[src/rtl/jdg_pkg.sv]
// Shared types and constants for the Julian date to Gregorian date converter.
`default_nettype none
package jdg_pkg;

	// Fixed field widths of the two channels.
	localparam int JD_FIELD_W = 46;
	localparam int YEAR_W     = 14;
	localparam int MONTH_W    = 4;
	localparam int DAY_W      = 5;
	localparam int HOUR_W     = 5;
	localparam int MIN_W      = 6;
	localparam int SEC_W      = 6;

	// Number of register stages from the input to the output register.
	localparam int N_STAGES = 12;

	// One advance enable per stage, stage 1 at the input side.
	typedef logic [N_STAGES:1] stage_vec_t;

	// Calendar part of a result item.
	typedef struct packed {
		logic signed [YEAR_W-1:0] year;
		logic [MONTH_W-1:0]       month;
		logic [DAY_W-1:0]         day;
	} date_t;

	// Time-of-day part of a result item.
	typedef struct packed {
		logic [HOUR_W-1:0] hour;
		logic [MIN_W-1:0]  minute;
		logic [SEC_W-1:0]  second;
	} tod_t;

endpackage
`default_nettype wire

[src/rtl/jdg_chan_if.sv]
// Valid/ready channel interfaces for Julian date items and calendar result items.
`default_nettype none
interface jdg_in_if;
	import jdg_pkg::*;

	logic                  valid;
	logic                  ready;
	logic [JD_FIELD_W-1:0] julian_date;

	modport source (output valid, output julian_date, input ready);
	modport sink (input valid, input julian_date, output ready);
endinterface

interface jdg_out_if;
	import jdg_pkg::*;

	logic                     valid;
	logic                     ready;
	logic signed [YEAR_W-1:0] year;
	logic [MONTH_W-1:0]       month;
	logic [DAY_W-1:0]         day;
	logic [HOUR_W-1:0]        hour;
	logic [MIN_W-1:0]         minute;
	logic [SEC_W-1:0]         second;

	modport source (output valid, output year, output month, output day,
		output hour, output minute, output second, input ready);
	modport sink (input valid, input year, input month, input day,
		input hour, input minute, input second, output ready);
endinterface
`default_nettype wire

[src/rtl/jdg_cdiv.sv]
// Two-stage divider of an unsigned value by a constant, by reciprocal and one correction.
`default_nettype none
module jdg_cdiv #(
	parameter int N_W     = 17,
	parameter int DIVISOR = 3600,
	parameter int Q_W     = 6,
	parameter int R_W     = 12
) (
	input  logic           clk,
	input  logic [1:0]     adv,
	input  logic [N_W-1:0] n,
	output logic [Q_W-1:0] q,
	output logic [R_W-1:0] r
);
	// The reciprocal is scaled by 2^N_W, so the first estimate is low by at most one.
	localparam longint unsigned RECIP = (64'd1 << N_W) / DIVISOR;
	localparam int M_W  = $clog2(RECIP + 1);
	localparam int D_W  = $clog2(DIVISOR + 1);
	localparam int R0_W = D_W + 1;
	localparam logic [M_W-1:0]  RECIP_C = M_W'(RECIP);
	localparam logic [D_W-1:0]  DIV_C   = D_W'(DIVISOR);
	localparam logic [R0_W-1:0] DIV_R0  = R0_W'(DIVISOR);

	logic [N_W+M_W-1:0] prod;
	logic [Q_W-1:0]     q0_s1;
	logic [N_W-1:0]     n_s1;
	logic [Q_W+D_W-1:0] qd;
	logic [N_W-1:0]     r_full;
	logic [R0_W-1:0]    r0;
	logic [Q_W-1:0]     q_s2;
	logic [R_W-1:0]     r_s2;

	// Estimate the quotient from the scaled reciprocal.
	assign prod = (N_W+M_W)'(n) * (N_W+M_W)'(RECIP_C);

	always_ff @(posedge clk) begin
		if (adv[0]) begin
			q0_s1 <= prod[N_W +: Q_W];
			n_s1  <= n;
		end
	end

	// The remainder of the estimate lies below twice the divisor.
	assign qd     = (Q_W+D_W)'(q0_s1) * (Q_W+D_W)'(DIV_C);
	assign r_full = n_s1 - qd[N_W-1:0];
	assign r0     = r_full[R0_W-1:0];

	always_ff @(posedge clk) begin
		if (adv[1]) begin
			if (r0 >= DIV_R0) begin
				q_s2 <= q0_s1 + Q_W'(1);
				r_s2 <= R_W'(r0 - DIV_R0);
			end else begin
				q_s2 <= q0_s1;
				r_s2 <= R_W'(r0);
			end
		end
	end

	assign q = q_s2;
	assign r = r_s2;
endmodule
`default_nettype wire

[src/rtl/jdg_date.sv]
// Calendar date pipeline: century correction, year and month day-count floors.
`default_nettype none
module jdg_date #(
	parameter int FRAC_BITS   = 24,
	parameter int JD_INT_BITS = 22
) (
	input  logic                              clk,
	input  jdg_pkg::stage_vec_t               adv,
	input  logic [jdg_pkg::JD_FIELD_W-1:0]    julian_date,
	output jdg_pkg::date_t                    date
);
	import jdg_pkg::*;

	localparam int JD_W  = JD_INT_BITS + FRAC_BITS;
	localparam int USE_W = (JD_W < JD_FIELD_W) ? JD_W : JD_FIELD_W;
	localparam int T_W   = JD_W + 1;
	localparam int Z_W   = JD_INT_BITS + 1;
	localparam int NA_W  = Z_W + 3;
	localparam int B_W   = Z_W + 1;
	localparam int NC_W  = B_W + 7;
	localparam int D8_W  = B_W + 3;
	localparam int DF_W  = 9;
	localparam int NE_W  = DF_W + 14;

	// Scaled Meeus constants. The alpha numerator is moved up by 52 divisor
	// multiples so that it stays non-negative; that bias folds into B_OFS.
	localparam int ALPHA_DIV = 146097;
	localparam int ALPHA_OFS = 128179;
	localparam int B_OFS     = 1486;
	localparam int C_DIV     = 36525;
	localparam int C_SUB     = 12210;
	localparam int C_MUL     = 100;
	localparam int D_MUL     = 1461;
	localparam int E_MUL     = 10000;
	localparam int E_DIV     = 306001;
	localparam int E_LAST    = 13;
	localparam int YEAR_LO   = 4716;
	localparam int YEAR_HI   = 4715;

	localparam int QA_W = $clog2(((64'd1 << NA_W) - 1) / ALPHA_DIV + 1);
	localparam int QC_W = $clog2(((64'd1 << NC_W) - 1) / C_DIV + 1);
	localparam int QE_W = $clog2(((64'd1 << NE_W) - 1) / E_DIV + 1);

	// Day count of the whole months before month e, floor(30.6001 * e).
	function automatic logic [DF_W-1:0] mday_base(input logic [3:0] e);
		logic [DF_W-1:0] v;
		case (e)
			4'd0:    v = DF_W'(0);
			4'd1:    v = DF_W'(30);
			4'd2:    v = DF_W'(61);
			4'd3:    v = DF_W'(91);
			4'd4:    v = DF_W'(122);
			4'd5:    v = DF_W'(153);
			4'd6:    v = DF_W'(183);
			4'd7:    v = DF_W'(214);
			4'd8:    v = DF_W'(244);
			4'd9:    v = DF_W'(275);
			4'd10:   v = DF_W'(306);
			4'd11:   v = DF_W'(336);
			4'd12:   v = DF_W'(367);
			4'd13:   v = DF_W'(397);
			4'd14:   v = DF_W'(428);
			4'd15:   v = DF_W'(459);
			default: v = DF_W'(0);
		endcase
		return v;
	endfunction

	logic [T_W-1:0]    jd_ext;
	logic [T_W-1:0]    t;
	logic [NA_W-1:0]   na;
	logic [Z_W-1:0]    z_s1, z_s2, z_s3;
	logic [NA_W-1:0]   na_s1;
	logic [QA_W-1:0]   qa;
	logic [B_W-1:0]    b_s4, b_s5, b_s6, b_s7;
	logic [NC_W-1:0]   nc_s5;
	logic [QC_W-1:0]   qc;
	logic [D8_W-1:0]   d_full;
	logic [B_W-1:0]    diff_w;
	logic [DF_W-1:0]   diff_s8, diff_s9, diff_s10, diff_s11;
	logic [YEAR_W-1:0] c_s8, c_s9, c_s10, c_s11;
	logic [NE_W-1:0]   ne_s9;
	logic [QE_W-1:0]   qe;
	logic [DF_W-1:0]   day_w;
	date_t             date_s12;

	// Stage 1: add half a day and form the alpha numerator from the day number.
	assign jd_ext = T_W'(julian_date[USE_W-1:0]);
	assign t      = jd_ext + (T_W'(1) << (FRAC_BITS - 1));
	assign na     = NA_W'({t[T_W-1:FRAC_BITS], 2'b00}) + NA_W'(ALPHA_OFS);

	always_ff @(posedge clk) begin
		if (adv[1]) begin
			z_s1  <= t[T_W-1:FRAC_BITS];
			na_s1 <= na;
		end
	end

	// Stages 2 and 3: century count.
	jdg_cdiv #(
		.N_W(NA_W), .DIVISOR(ALPHA_DIV), .Q_W(QA_W), .R_W($clog2(ALPHA_DIV))
	) u_div_alpha (
		.clk(clk), .adv(adv[3:2]), .n(na_s1), .q(qa), .r()
	);

	always_ff @(posedge clk) begin
		if (adv[2]) z_s2 <= z_s1;
		if (adv[3]) z_s3 <= z_s2;
	end

	// Stage 4: B = Z + 1 + alpha - floor(alpha / 4) + 1524.
	always_ff @(posedge clk) begin
		if (adv[4]) b_s4 <= B_W'(z_s3) + B_W'(qa) - B_W'(qa >> 2) + B_W'(B_OFS);
	end

	// Stage 5: numerator of the year count, scaled by 100.
	always_ff @(posedge clk) begin
		if (adv[5]) begin
			nc_s5 <= NC_W'(b_s4) * NC_W'(C_MUL) - NC_W'(C_SUB);
			b_s5  <= b_s4;
		end
	end

	// Stages 6 and 7: year count C.
	jdg_cdiv #(
		.N_W(NC_W), .DIVISOR(C_DIV), .Q_W(QC_W), .R_W($clog2(C_DIV))
	) u_div_c (
		.clk(clk), .adv(adv[7:6]), .n(nc_s5), .q(qc), .r()
	);

	always_ff @(posedge clk) begin
		if (adv[6]) b_s6 <= b_s5;
		if (adv[7]) b_s7 <= b_s6;
	end

	// Stage 8: days into the March-based year, B - floor(365.25 * C).
	assign d_full = D8_W'(qc) * D8_W'(D_MUL);
	assign diff_w = b_s7 - d_full[B_W+1:2];

	always_ff @(posedge clk) begin
		if (adv[8]) begin
			diff_s8 <= diff_w[DF_W-1:0];
			c_s8    <= qc[YEAR_W-1:0];
		end
	end

	// Stage 9: numerator of the month count, scaled by 10000.
	always_ff @(posedge clk) begin
		if (adv[9]) begin
			ne_s9   <= NE_W'(diff_s8) * NE_W'(E_MUL);
			diff_s9 <= diff_s8;
			c_s9    <= c_s8;
		end
	end

	// Stages 10 and 11: month count E.
	jdg_cdiv #(
		.N_W(NE_W), .DIVISOR(E_DIV), .Q_W(QE_W), .R_W($clog2(E_DIV))
	) u_div_e (
		.clk(clk), .adv(adv[11:10]), .n(ne_s9), .q(qe), .r()
	);

	always_ff @(posedge clk) begin
		if (adv[10]) begin
			diff_s10 <= diff_s9;
			c_s10    <= c_s9;
		end
		if (adv[11]) begin
			diff_s11 <= diff_s10;
			c_s11    <= c_s10;
		end
	end

	// Stage 12: day of month, and the month and year branch.
	assign day_w = diff_s11 - mday_base(qe[3:0]);

	always_ff @(posedge clk) begin
		if (adv[12]) begin
			date_s12.day <= day_w[DAY_W-1:0];
			if (qe <= QE_W'(E_LAST)) begin
				date_s12.month <= MONTH_W'(qe - QE_W'(1));
				date_s12.year  <= $signed(c_s11 - YEAR_W'(YEAR_LO));
			end else begin
				date_s12.month <= MONTH_W'(qe - QE_W'(E_LAST));
				date_s12.year  <= $signed(c_s11 - YEAR_W'(YEAR_HI));
			end
		end
	end

	assign date = date_s12;
endmodule
`default_nettype wire

[src/rtl/jdg_tod.sv]
// Time-of-day pipeline: rounded seconds of the day split into hour, minute and second.
`default_nettype none
module jdg_tod #(
	parameter int FRAC_BITS = 24
) (
	input  logic                           clk,
	input  jdg_pkg::stage_vec_t            adv,
	input  logic [jdg_pkg::JD_FIELD_W-1:0] julian_date,
	output jdg_pkg::tod_t                  tod
);
	import jdg_pkg::*;

	localparam int SD_W     = 17;
	localparam int P_W      = FRAC_BITS + SD_W;
	localparam int SECS_DAY = 86400;
	localparam int HOUR_DIV = 3600;
	localparam int MIN_DIV  = 60;
	localparam int QH_W     = $clog2(((64'd1 << SD_W) - 1) / HOUR_DIV + 1);
	localparam int RH_W     = $clog2(HOUR_DIV);
	localparam int QM_W     = $clog2(((64'd1 << RH_W) - 1) / MIN_DIV + 1);
	localparam int RM_W     = $clog2(MIN_DIV);

	logic [FRAC_BITS-1:0] f_s1;
	logic [P_W-1:0]       p_s2;
	logic [SD_W-1:0]      secs_w;
	logic [SD_W-1:0]      secs_s3;
	logic [QH_W-1:0]      qh;
	logic [RH_W-1:0]      rh;
	logic [QH_W-1:0]      hour_s6, hour_s7;
	logic [QM_W-1:0]      qm;
	logic [RM_W-1:0]      rm;
	tod_t                 tod_s [8:N_STAGES];

	// Stage 1: adding half a day to the fraction flips its top bit.
	always_ff @(posedge clk) begin
		if (adv[1]) f_s1 <= julian_date[FRAC_BITS-1:0] ^ (FRAC_BITS'(1) << (FRAC_BITS - 1));
	end

	// Stage 2: scale to seconds with round to nearest.
	always_ff @(posedge clk) begin
		if (adv[2]) begin
			p_s2 <= P_W'(f_s1) * P_W'(SECS_DAY) + (P_W'(1) << (FRAC_BITS - 1));
		end
	end

	// Stage 3: a count that rounds up to midnight stays at the last second of the day.
	assign secs_w = p_s2[P_W-1:FRAC_BITS];

	always_ff @(posedge clk) begin
		if (adv[3]) begin
			if (secs_w >= SD_W'(SECS_DAY)) secs_s3 <= SD_W'(SECS_DAY - 1);
			else                           secs_s3 <= secs_w;
		end
	end

	// Stages 4 and 5: hours and seconds within the hour.
	jdg_cdiv #(
		.N_W(SD_W), .DIVISOR(HOUR_DIV), .Q_W(QH_W), .R_W(RH_W)
	) u_div_hour (
		.clk(clk), .adv(adv[5:4]), .n(secs_s3), .q(qh), .r(rh)
	);

	// Stages 6 and 7: minutes and seconds within the minute.
	jdg_cdiv #(
		.N_W(RH_W), .DIVISOR(MIN_DIV), .Q_W(QM_W), .R_W(RM_W)
	) u_div_min (
		.clk(clk), .adv(adv[7:6]), .n(rh), .q(qm), .r(rm)
	);

	always_ff @(posedge clk) begin
		if (adv[6]) hour_s6 <= qh;
		if (adv[7]) hour_s7 <= hour_s6;
	end

	// Stages 8 to 12: hold the time of day level with the date pipeline.
	always_ff @(posedge clk) begin
		if (adv[8]) begin
			tod_s[8].hour   <= hour_s7[HOUR_W-1:0];
			tod_s[8].minute <= qm[MIN_W-1:0];
			tod_s[8].second <= rm;
		end
		for (int k = 9; k <= N_STAGES; k++) begin
			if (adv[k]) tod_s[k] <= tod_s[k-1];
		end
	end

	assign tod = tod_s[N_STAGES];
endmodule
`default_nettype wire

[src/rtl/julian_date_to_gregorian.sv]
// Top level of the Julian date to proleptic Gregorian date and time converter.
//
//   Channel    Side   Payload
//   julian     sink   julian_date: JD_INT_BITS.FRAC_BITS unsigned fixed point
//   calendar   source year, month, day, hour, minute, second
//
// One item is taken per cycle unless every stage is full and the result is not taken.
// The path has twelve register stages, of which six sit in the three
// constant dividers of the date path (century, year and month counts).
// Reset clears only the per-stage valid bits; the data registers are not reset.
// A full stage holds while every stage after it is full and the result is not taken;
// empty stages close up, so the input stays ready while any stage is empty.
`default_nettype none
module julian_date_to_gregorian #(
	parameter int FRAC_BITS   = 24,
	parameter int JD_INT_BITS = 22
) (
	input  logic       clk,
	input  logic       arst_n,
	jdg_in_if.sink     julian,
	jdg_out_if.source  calendar
);
	import jdg_pkg::*;

	stage_vec_t v_q;
	stage_vec_t adv;
	date_t      date;
	tod_t       tod;

	// A stage advances when it or some later stage is empty, or the result is taken.
	for (genvar k = 1; k <= N_STAGES; k++) begin : g_adv
		assign adv[k] = calendar.ready || !(&v_q[N_STAGES:k]);
	end

	// Valid bits travel with the data.
	always_ff @(posedge clk or negedge arst_n) begin
		if (!arst_n) begin
			v_q <= '0;
		end else begin
			if (adv[1]) v_q[1] <= julian.valid;
			for (int k = 2; k <= N_STAGES; k++) begin
				if (adv[k]) v_q[k] <= v_q[k-1];
			end
		end
	end

	jdg_date #(
		.FRAC_BITS(FRAC_BITS), .JD_INT_BITS(JD_INT_BITS)
	) u_date (
		.clk(clk), .adv(adv), .julian_date(julian.julian_date), .date(date)
	);

	jdg_tod #(
		.FRAC_BITS(FRAC_BITS)
	) u_tod (
		.clk(clk), .adv(adv), .julian_date(julian.julian_date), .tod(tod)
	);

	// Channel outputs.
	assign julian.ready    = adv[1];
	assign calendar.valid  = v_q[N_STAGES];
	assign calendar.year   = date.year;
	assign calendar.month  = date.month;
	assign calendar.day    = date.day;
	assign calendar.hour   = tod.hour;
	assign calendar.minute = tod.minute;
	assign calendar.second = tod.second;

`ifndef NO_ASSERTIONS
	// With any empty stage the input must be ready.
	a_ready_on_bubble: assert property (@(posedge clk) disable iff (!arst_n)
		!(&v_q) |-> julian.ready)
		else $error("input not ready although a stage is empty");

	// Items in flight change only by items taken in and results taken out.
	a_item_count: assert property (@(posedge clk) disable iff (!arst_n)
		$past(arst_n) |-> $countones(v_q) == $past($countones(v_q))
			+ ($past(julian.valid && julian.ready) ? 1 : 0)
			- ($past(calendar.valid && calendar.ready) ? 1 : 0))
		else $error("item lost or repeated in the pipeline");

	// The month branch always lands on a real month and day.
	a_month_day: assert property (@(posedge clk) disable iff (!arst_n)
		calendar.valid |-> calendar.month >= 4'd1 && calendar.month <= 4'd12
			&& calendar.day != 5'd0)
		else $error("month or day out of range");

	// Saturation keeps the time of day inside one day.
	a_time_range: assert property (@(posedge clk) disable iff (!arst_n)
		calendar.valid |-> calendar.hour <= 5'd23 && calendar.minute <= 6'd59
			&& calendar.second <= 6'd59)
		else $error("time of day out of range");
`endif
endmodule
`default_nettype wire
[src/flat_wrapper.sv]
// flat-port wrapper written by rule: the top's interface ports become plain ports
module julian_date_to_gregorian_flat import jdg_pkg::*;
#(
	parameter int FRAC_BITS   = 24,
	parameter int JD_INT_BITS = 22
)
  (clk, arst_n, julian_valid, julian_julian_date, julian_ready, calendar_valid, calendar_year, calendar_month, calendar_day, calendar_hour, calendar_minute, calendar_second, calendar_ready);
  jdg_in_if julian_i ();
  jdg_out_if calendar_i ();
  input  logic clk;
  input  logic arst_n;
  input wire logic [$bits(julian_i.valid)-1:0] julian_valid;
  input wire logic [$bits(julian_i.julian_date)-1:0] julian_julian_date;
  output wire logic [$bits(julian_i.ready)-1:0] julian_ready;
  output wire logic [$bits(calendar_i.valid)-1:0] calendar_valid;
  output wire logic [$bits(calendar_i.year)-1:0] calendar_year;
  output wire logic [$bits(calendar_i.month)-1:0] calendar_month;
  output wire logic [$bits(calendar_i.day)-1:0] calendar_day;
  output wire logic [$bits(calendar_i.hour)-1:0] calendar_hour;
  output wire logic [$bits(calendar_i.minute)-1:0] calendar_minute;
  output wire logic [$bits(calendar_i.second)-1:0] calendar_second;
  input wire logic [$bits(calendar_i.ready)-1:0] calendar_ready;
  assign julian_i.valid = julian_valid;
  assign julian_i.julian_date = julian_julian_date;
  assign julian_ready = julian_i.ready;
  assign calendar_valid = calendar_i.valid;
  assign calendar_year = calendar_i.year;
  assign calendar_month = calendar_i.month;
  assign calendar_day = calendar_i.day;
  assign calendar_hour = calendar_i.hour;
  assign calendar_minute = calendar_i.minute;
  assign calendar_second = calendar_i.second;
  assign calendar_i.ready = calendar_ready;
  julian_date_to_gregorian #(.FRAC_BITS(FRAC_BITS), .JD_INT_BITS(JD_INT_BITS)) u_core (.clk(clk), .arst_n(arst_n), .julian(julian_i), .calendar(calendar_i));
endmodule
[config.mk]
export PLATFORM = sky130hd
export DESIGN_NAME = julian_date_to_gregorian_flat
export DESIGN_NICKNAME = d
export VERILOG_FILES = /design/src/rtl/jdg_pkg.sv /design/src/rtl/jdg_chan_if.sv /design/src/rtl/jdg_cdiv.sv /design/src/rtl/jdg_date.sv /design/src/rtl/jdg_tod.sv /design/src/rtl/julian_date_to_gregorian.sv /design/src/flat_wrapper.sv
export SDC_FILE = /design/constraint.sdc
export NUM_CORES = 2
export LEC_CHECK = 0
export BUFFER_PORTS_ARGS = -buffer_cell sky130_fd_sc_hd__buf_4
export CAP_MARGIN = 20
export CORE_ASPECT_RATIO = 0.7
export CORE_MARGIN = 8
export CORE_UTILIZATION = 44
export CTS_BUF_LIST = sky130_fd_sc_hd__clkbuf_8
export DETAILED_ROUTE_END_ITERATION = 16
export HOLD_SLACK_MARGIN = 0.08
export SLEW_MARGIN = 10
export SYNTH_ARGS = -nofsm -noshare
export SYNTH_HDL_FRONTEND = slang
export SYNTH_SLANG_ARGS = --single-unit
export TNS_END_PERCENT = 1
[constraint.sdc]
create_clock -name clk -period 27 [get_ports clk]
set_clock_uncertainty 0.05 [all_clocks]
set_input_delay 2.7 -clock clk [delete_from_list [all_inputs] [get_ports clk]]
set_output_delay 2.7 -clock clk [all_outputs]
set_load 0.02 [all_outputs]
# ---- Yosys cells after proc, flatten, opt, wreduce, memory -nomap -nowiden
# Memories as Yosys holds them, arrays and structs flattened. A register that Yosys moved wholly into a read port is not among the register bits.
# Index checks and enable logic that the tools add are counted.
dict set report word_totals {
  regBits 577
  ramBits 85
  mem_bits_ro 144
  out_inout_bits 42
  word_cells 158
  memories 2
}
# name depth width read_ports rd_ports_with_merged_regs write_ports line_no
set memory_table {}
lappend memory_table {{(name not given)} 16 9 1 1 0 jdg_date.sv:47} ;# case (e)
lappend memory_table {u_core.u_tod.tod_s 5 17 5 0 5 jdg_tod.sv:32} ;# tod_t tod_s [8:N_STAGES];
dict set report op_classes {
  add_sub_neg 25
  n_mul 14
  n_lt_le_gt_ge 7
  n_mux 19
  bitwise 1
  n_reduce_logical 35
}
# op count
set ops {}
lappend ops {{$add A46 B24 Y47 const B} 1}
lappend ops {{$mul A31 B15 Y46 const B} 1}
lappend ops {{$add A41 B24 Y41 const B} 1}
lappend ops {{$mul A26 B9 Y35 const B} 1}
lappend ops {{$mul A24 B10 Y34 const B} 1}
lappend ops {{$sub A31 B14 Y31 const B} 1}
lappend ops {{$mul A24 B5 Y29 const B} 1}
lappend ops {{$sub A14 B13 Y14 const B} 2}
lappend ops {{$add A25 B17 Y26 const B} 1}
lappend ops {{$add A23 B9 Y24} 1}
lappend ops {{$add A24 B11 Y24 const B} 1}
lappend ops {{$mul A19 B5 Y24 const B} 1}
lappend ops {{$sub A24 B7 Y24} 1}
lappend ops {{$mul A17 B4 Y21 const B} 1}
lappend ops {{$ge A20 B19 Y1 const B} 1}
lappend ops {{$mul A5 B19 Y20 const B} 1}
lappend ops {{$sub A20 B20 Y20} 1}
lappend ops {{$ge A19 B18 Y1 const B} 1}
lappend ops {{$mul A9 B10 Y19 const B} 1}
lappend ops {{$mul A9 B18 Y19 const B} 1}
lappend ops {{$sub A19 B19 Y19} 1}
lappend ops {{$mux W18} 1}
lappend ops {{$ge A17 B16 Y1 const B} 1}
lappend ops {{$ge A17 B17 Y1 const B} 1}
lappend ops {{42 further kinds} 76}

# ---- Longest topological paths before layout
dict set report depth {
  word_depth 5
  ltp_mapped 25
  ltp_nobuf 25
}

# ---- Cells and area by module
# A second synthesis with hierarchy kept.
dict set report unflattened {
  cells_unflattened 5329
  area_unflattened_um2 61691.7
}
# module instances cells_each area_per_inst_um2 seq_area_each_um2
set by_module_without_submodules {}
lappend by_module_without_submodules {jdg_date 1 1395 17274.1 8678.3}
lappend by_module_without_submodules {{jdg_cdiv (u_core.u_date.u_div_c)} 1 1417 14915.6 1951.9}
lappend by_module_without_submodules {jdg_tod 1 710 9330.2 4594.4}
lappend by_module_without_submodules {{jdg_cdiv (u_core.u_date.u_div_alpha)} 1 754 8785.9 1651.6}
lappend by_module_without_submodules {{jdg_cdiv (u_core.u_date.u_div_e)} 1 666 6511.2 1471.4}
lappend by_module_without_submodules {{jdg_cdiv (u_core.u_tod.u_div_hour)} 1 206 2590.0 1111.1}
lappend by_module_without_submodules {{jdg_cdiv (u_core.u_tod.u_div_min)} 1 135 1729.2 810.8}
lappend by_module_without_submodules {julian_date_to_gregorian 1 46 555.5 300.3}

# ---- Worst setup path after synthesis
# OpenSTA, ideal clock, no wires.
dict set report synth_path {
  path_type {input-to-output}
  start {input calendar_ready}
  end {output julian_ready}
  arrival_ns 9.816
  slack_ns 14.434
  stages 7
  n_path_buf 0
  path_cell_list {nand2b_1 nor2_1 nand2_1 nor2_1 nand3_1 nor2_1 nand4_1}
}
dict set report synth_via {
  elab_chain_len 1
}
# item line_no
set synth_lines {}
lappend synth_lines {{start, declared} flat_wrapper.sv:22} ;# input wire logic [$bits(calendar_i.ready)-1:0] calendar_ready;
lappend synth_lines {{$logic_or A1 B1 Y1} julian_date_to_gregorian.sv:32} ;# assign adv[k] = calendar.ready || !(&v_q[N_STAGES:k]);
lappend synth_lines {{end, declared} flat_wrapper.sv:14} ;# output wire logic [$bits(julian_i.ready)-1:0] julian_ready;
# Every way passes these cells.

# ---- Final worst setup path
# Same ends and word-level chain as after synthesis.

==> qor.yml <==
status: "finished clean"
clock-sinks: 620
synth_edf_count: 603
rows: 108
async_reset_ff_frac: 0.0194
ys_warn_count: 0
r2r_setup_slack_ns: 20.07
ys.flop_type: "edfxtp_1"
dpl.hpwl_mm: 82.3
hold_start: "u_core.u_date.c_s10[4]$_DFFE_PP_"
layout_common_cells: "inv_1, ha_1, edfxtp_1, fa_1, xnor2_1"
drv_cap: 0
path_common_cell: "buf_4"
avgSynthCellArea_sq_um: 11.7
ys_seq_elements: 620
startpoint_type: "primary input"
die_w_microns: 440
rsz0062_at_grt: "false"
relSlewSlack: 0.367
antenna_found_initial: 2
layout_commonest_cell: "inv_1"
cts-root-buf: "clkbuf_8"
clk_pin_slew_worst_paths_ns: 0.06
hold_violations: 0
finalSetupViolCount: 0
track_usage: 0.148
ioPinCount: 92
cp.required_ns: 24.25
worstPathCellList: "buf_4 -> nand2b_2 -> buf_4 -> nor2_1 -> nand2_2 -> buf_4 -> nor2_1 -> nand3_2 -> buf_4 -> nor2_1 -> nand4_1 -> buf_4 -> buf_4"
cpPeakStageDelay_ns: 0.57
grt_overflow_total: 0
first_iter_violations: 1299
routedWlPerCell_microns: 14.9
holdPathStages: 0
worstHoldPathType: "reg2reg"
crit_path_start: "calendar_ready"
reg2reg_to: "u_core.u_date.u_div_c.q0_s1[15]$_DFFE_PP_"
syn2layout_area_growth_pct: 8.67
tightest_slew_ns: 0.947
fill_cells: 11312
ant_nets: 0
r2r_start: "u_core.u_date.nc_s5[12]$_DFFE_PP_"
start_util: 0.445
die_area_sq_um: 137000
path_buf_inv: 6
fin_hold_ws_ns: 0.346
grt_max_degree: 66
synth_area_sq_um: 55300
viasPerCell: 4.79
grt_pass1_vias: 33224
path_class: "in2out"
clock_path_buffers: 3
layout-drive-gt1-share: 0.0608
firstDrtPassIters: 7
yosysSeqAreaShare: 0.335
numCtsBuffers: 97
grt_pass1_wl_mm: 169
period_minus_slack_ns: 8.90
fin_crit_sh: 0.329
min_to: "u_core.u_date.c_s11[4]$_DFFE_PN_"
io_buffers: 91
cp-end-kind: "primary output"
post_cts_buffers: 0
num_vias: 31834
h-tree-depth: 3
synth.distinct_cells: 82
synth_nets: 6273
totalWireLength_mm: 99.2
cts_tree: "yes"
coreArea_sq_um: 124000
timing.critical_path.max_delay_family: "buffers and inverters"
fin_nets: 6453
fmax_mhz: 112
cp_max_fo: 57
hold_buffers: 0
drc: 0
slowest_stage: "buf_4"
cts-resized-gates: 0
reg2reg_depth: 25
die_y_microns: 313
clock_latency_ns: 0.77
critPathArrivalTime_ns: 6.15
setup_tns_ns: 0
slew_violations: 0
place.gp.congestion: 0.825
synth_cells: 4739
registers in the layout, indices dropped and copies added (netlist names), 17 cells and up, named ones only:
register	cells
u_core.u_date.z_s1	23
u_core.u_tod.f_s1	24
u_core.u_date.z_s2	23
u_core.u_date.b_s4	24
u_core.u_tod.tod_s	85
u_core.u_tod.secs_s3	17
u_core.u_date.z_s3	23
u_core.u_date.date	23
u_core.u_date.na_s1	22
u_core.u_tod.p_s2	17
u_core.u_date.nc_s5	29
worst max-delay path by stage:
stage               depth (start not counted)            to  slack [ns]
CTS                                        13  julian_ready       17.98
floorplan                                   7  julian_ready       14.43
detailed placement                         13  julian_ready       17.99
finish                                     13  julian_ready       18.10
global route                               13  julian_ready       17.67
global placement                           13  julian_ready       18.06
kinds of logic (layout without fill, tap and decap cells):
family	count (synthesis)	count (layout)	share of synthesized area
other	1	3	0.0000679
adder cells (fa/ha/maj)	1484	1484	0.409
AND/OR/NAND/NOR	598	598	0.0561
multiplexers	18	18	0.00351
XOR/XNOR	355	355	0.0563
AO/OA/AOI/OAI	503	503	0.0606
buffers and inverters	1160	1421	0.0800
flip-flops	620	620	0.335
cell type report:
type	instances	area (sq um)	area share
timing repair buffer	108	811	0.0135
clock inverter	74	578	0.00962
tap	1650	2060	0.0344
sequential	620	18500	0.308
antenna	2	5.00	0.0000833
multi-input combinational	2959	32400	0.539
clock buffer	106	1460	0.0243
inverter	1133	4250	0.0708
layer usage:
metal | routed length, microns | GRT usage
met1 | 52800 | 0.226
met2 | 41600 | 0.224
met3 | 3330 | 0.0219
met4 | 1490 | 0.0323
met5 | 0 | 0
synthesized netlist by cell type (all sizes together), types with 16 or more instances:
| cell type | n | area share |
|---|---|---|
| a21o | 72 | 0.0098 |
| a21oi | 133 | 0.012 |
| and2 | 24 | 0.0027 |
| buf | 18 | 0.0024 |
| edfxtp | 603 | 0.33 |
| fa | 535 | 0.19 |
| ha | 949 | 0.21 |
| inv | 1133 | 0.077 |
| nand2 | 121 | 0.0082 |
| nand2b | 42 | 0.0048 |
| nand3 | 55 | 0.0050 |
| nand4 | 39 | 0.0044 |
| nor2 | 130 | 0.0088 |
| nor2b | 28 | 0.0032 |
| nor3 | 60 | 0.0056 |
| o211ai | 16 | 0.0022 |
| o21a | 51 | 0.0069 |
| o21ai | 85 | 0.0078 |
| o21bai | 21 | 0.0029 |
| or2 | 18 | 0.0020 |
| or3 | 21 | 0.0024 |
| xnor2 | 268 | 0.042 |
| xor2 | 87 | 0.014 |
per-stage QoR:
stage | cell area [sq um] | worst slack, ns | cells | utilization
floorplan | 55300 | 14.43 | 4739 | -
finish | 60100 | 18.10 | 6652 | 0.483
detailed placement | 58000 | 17.99 | 6469 | 0.467
global placement | 58000 | 18.06 | 6469 | 0.467
CTS | 60000 | 17.98 | 6649 | 0.483
global route | 60100 | 17.67 | 6652 | 0.483
Power is left out: the tool's default activity adds up to more than one toggle a clock period on the data nets, which glitch-free logic cannot reach.
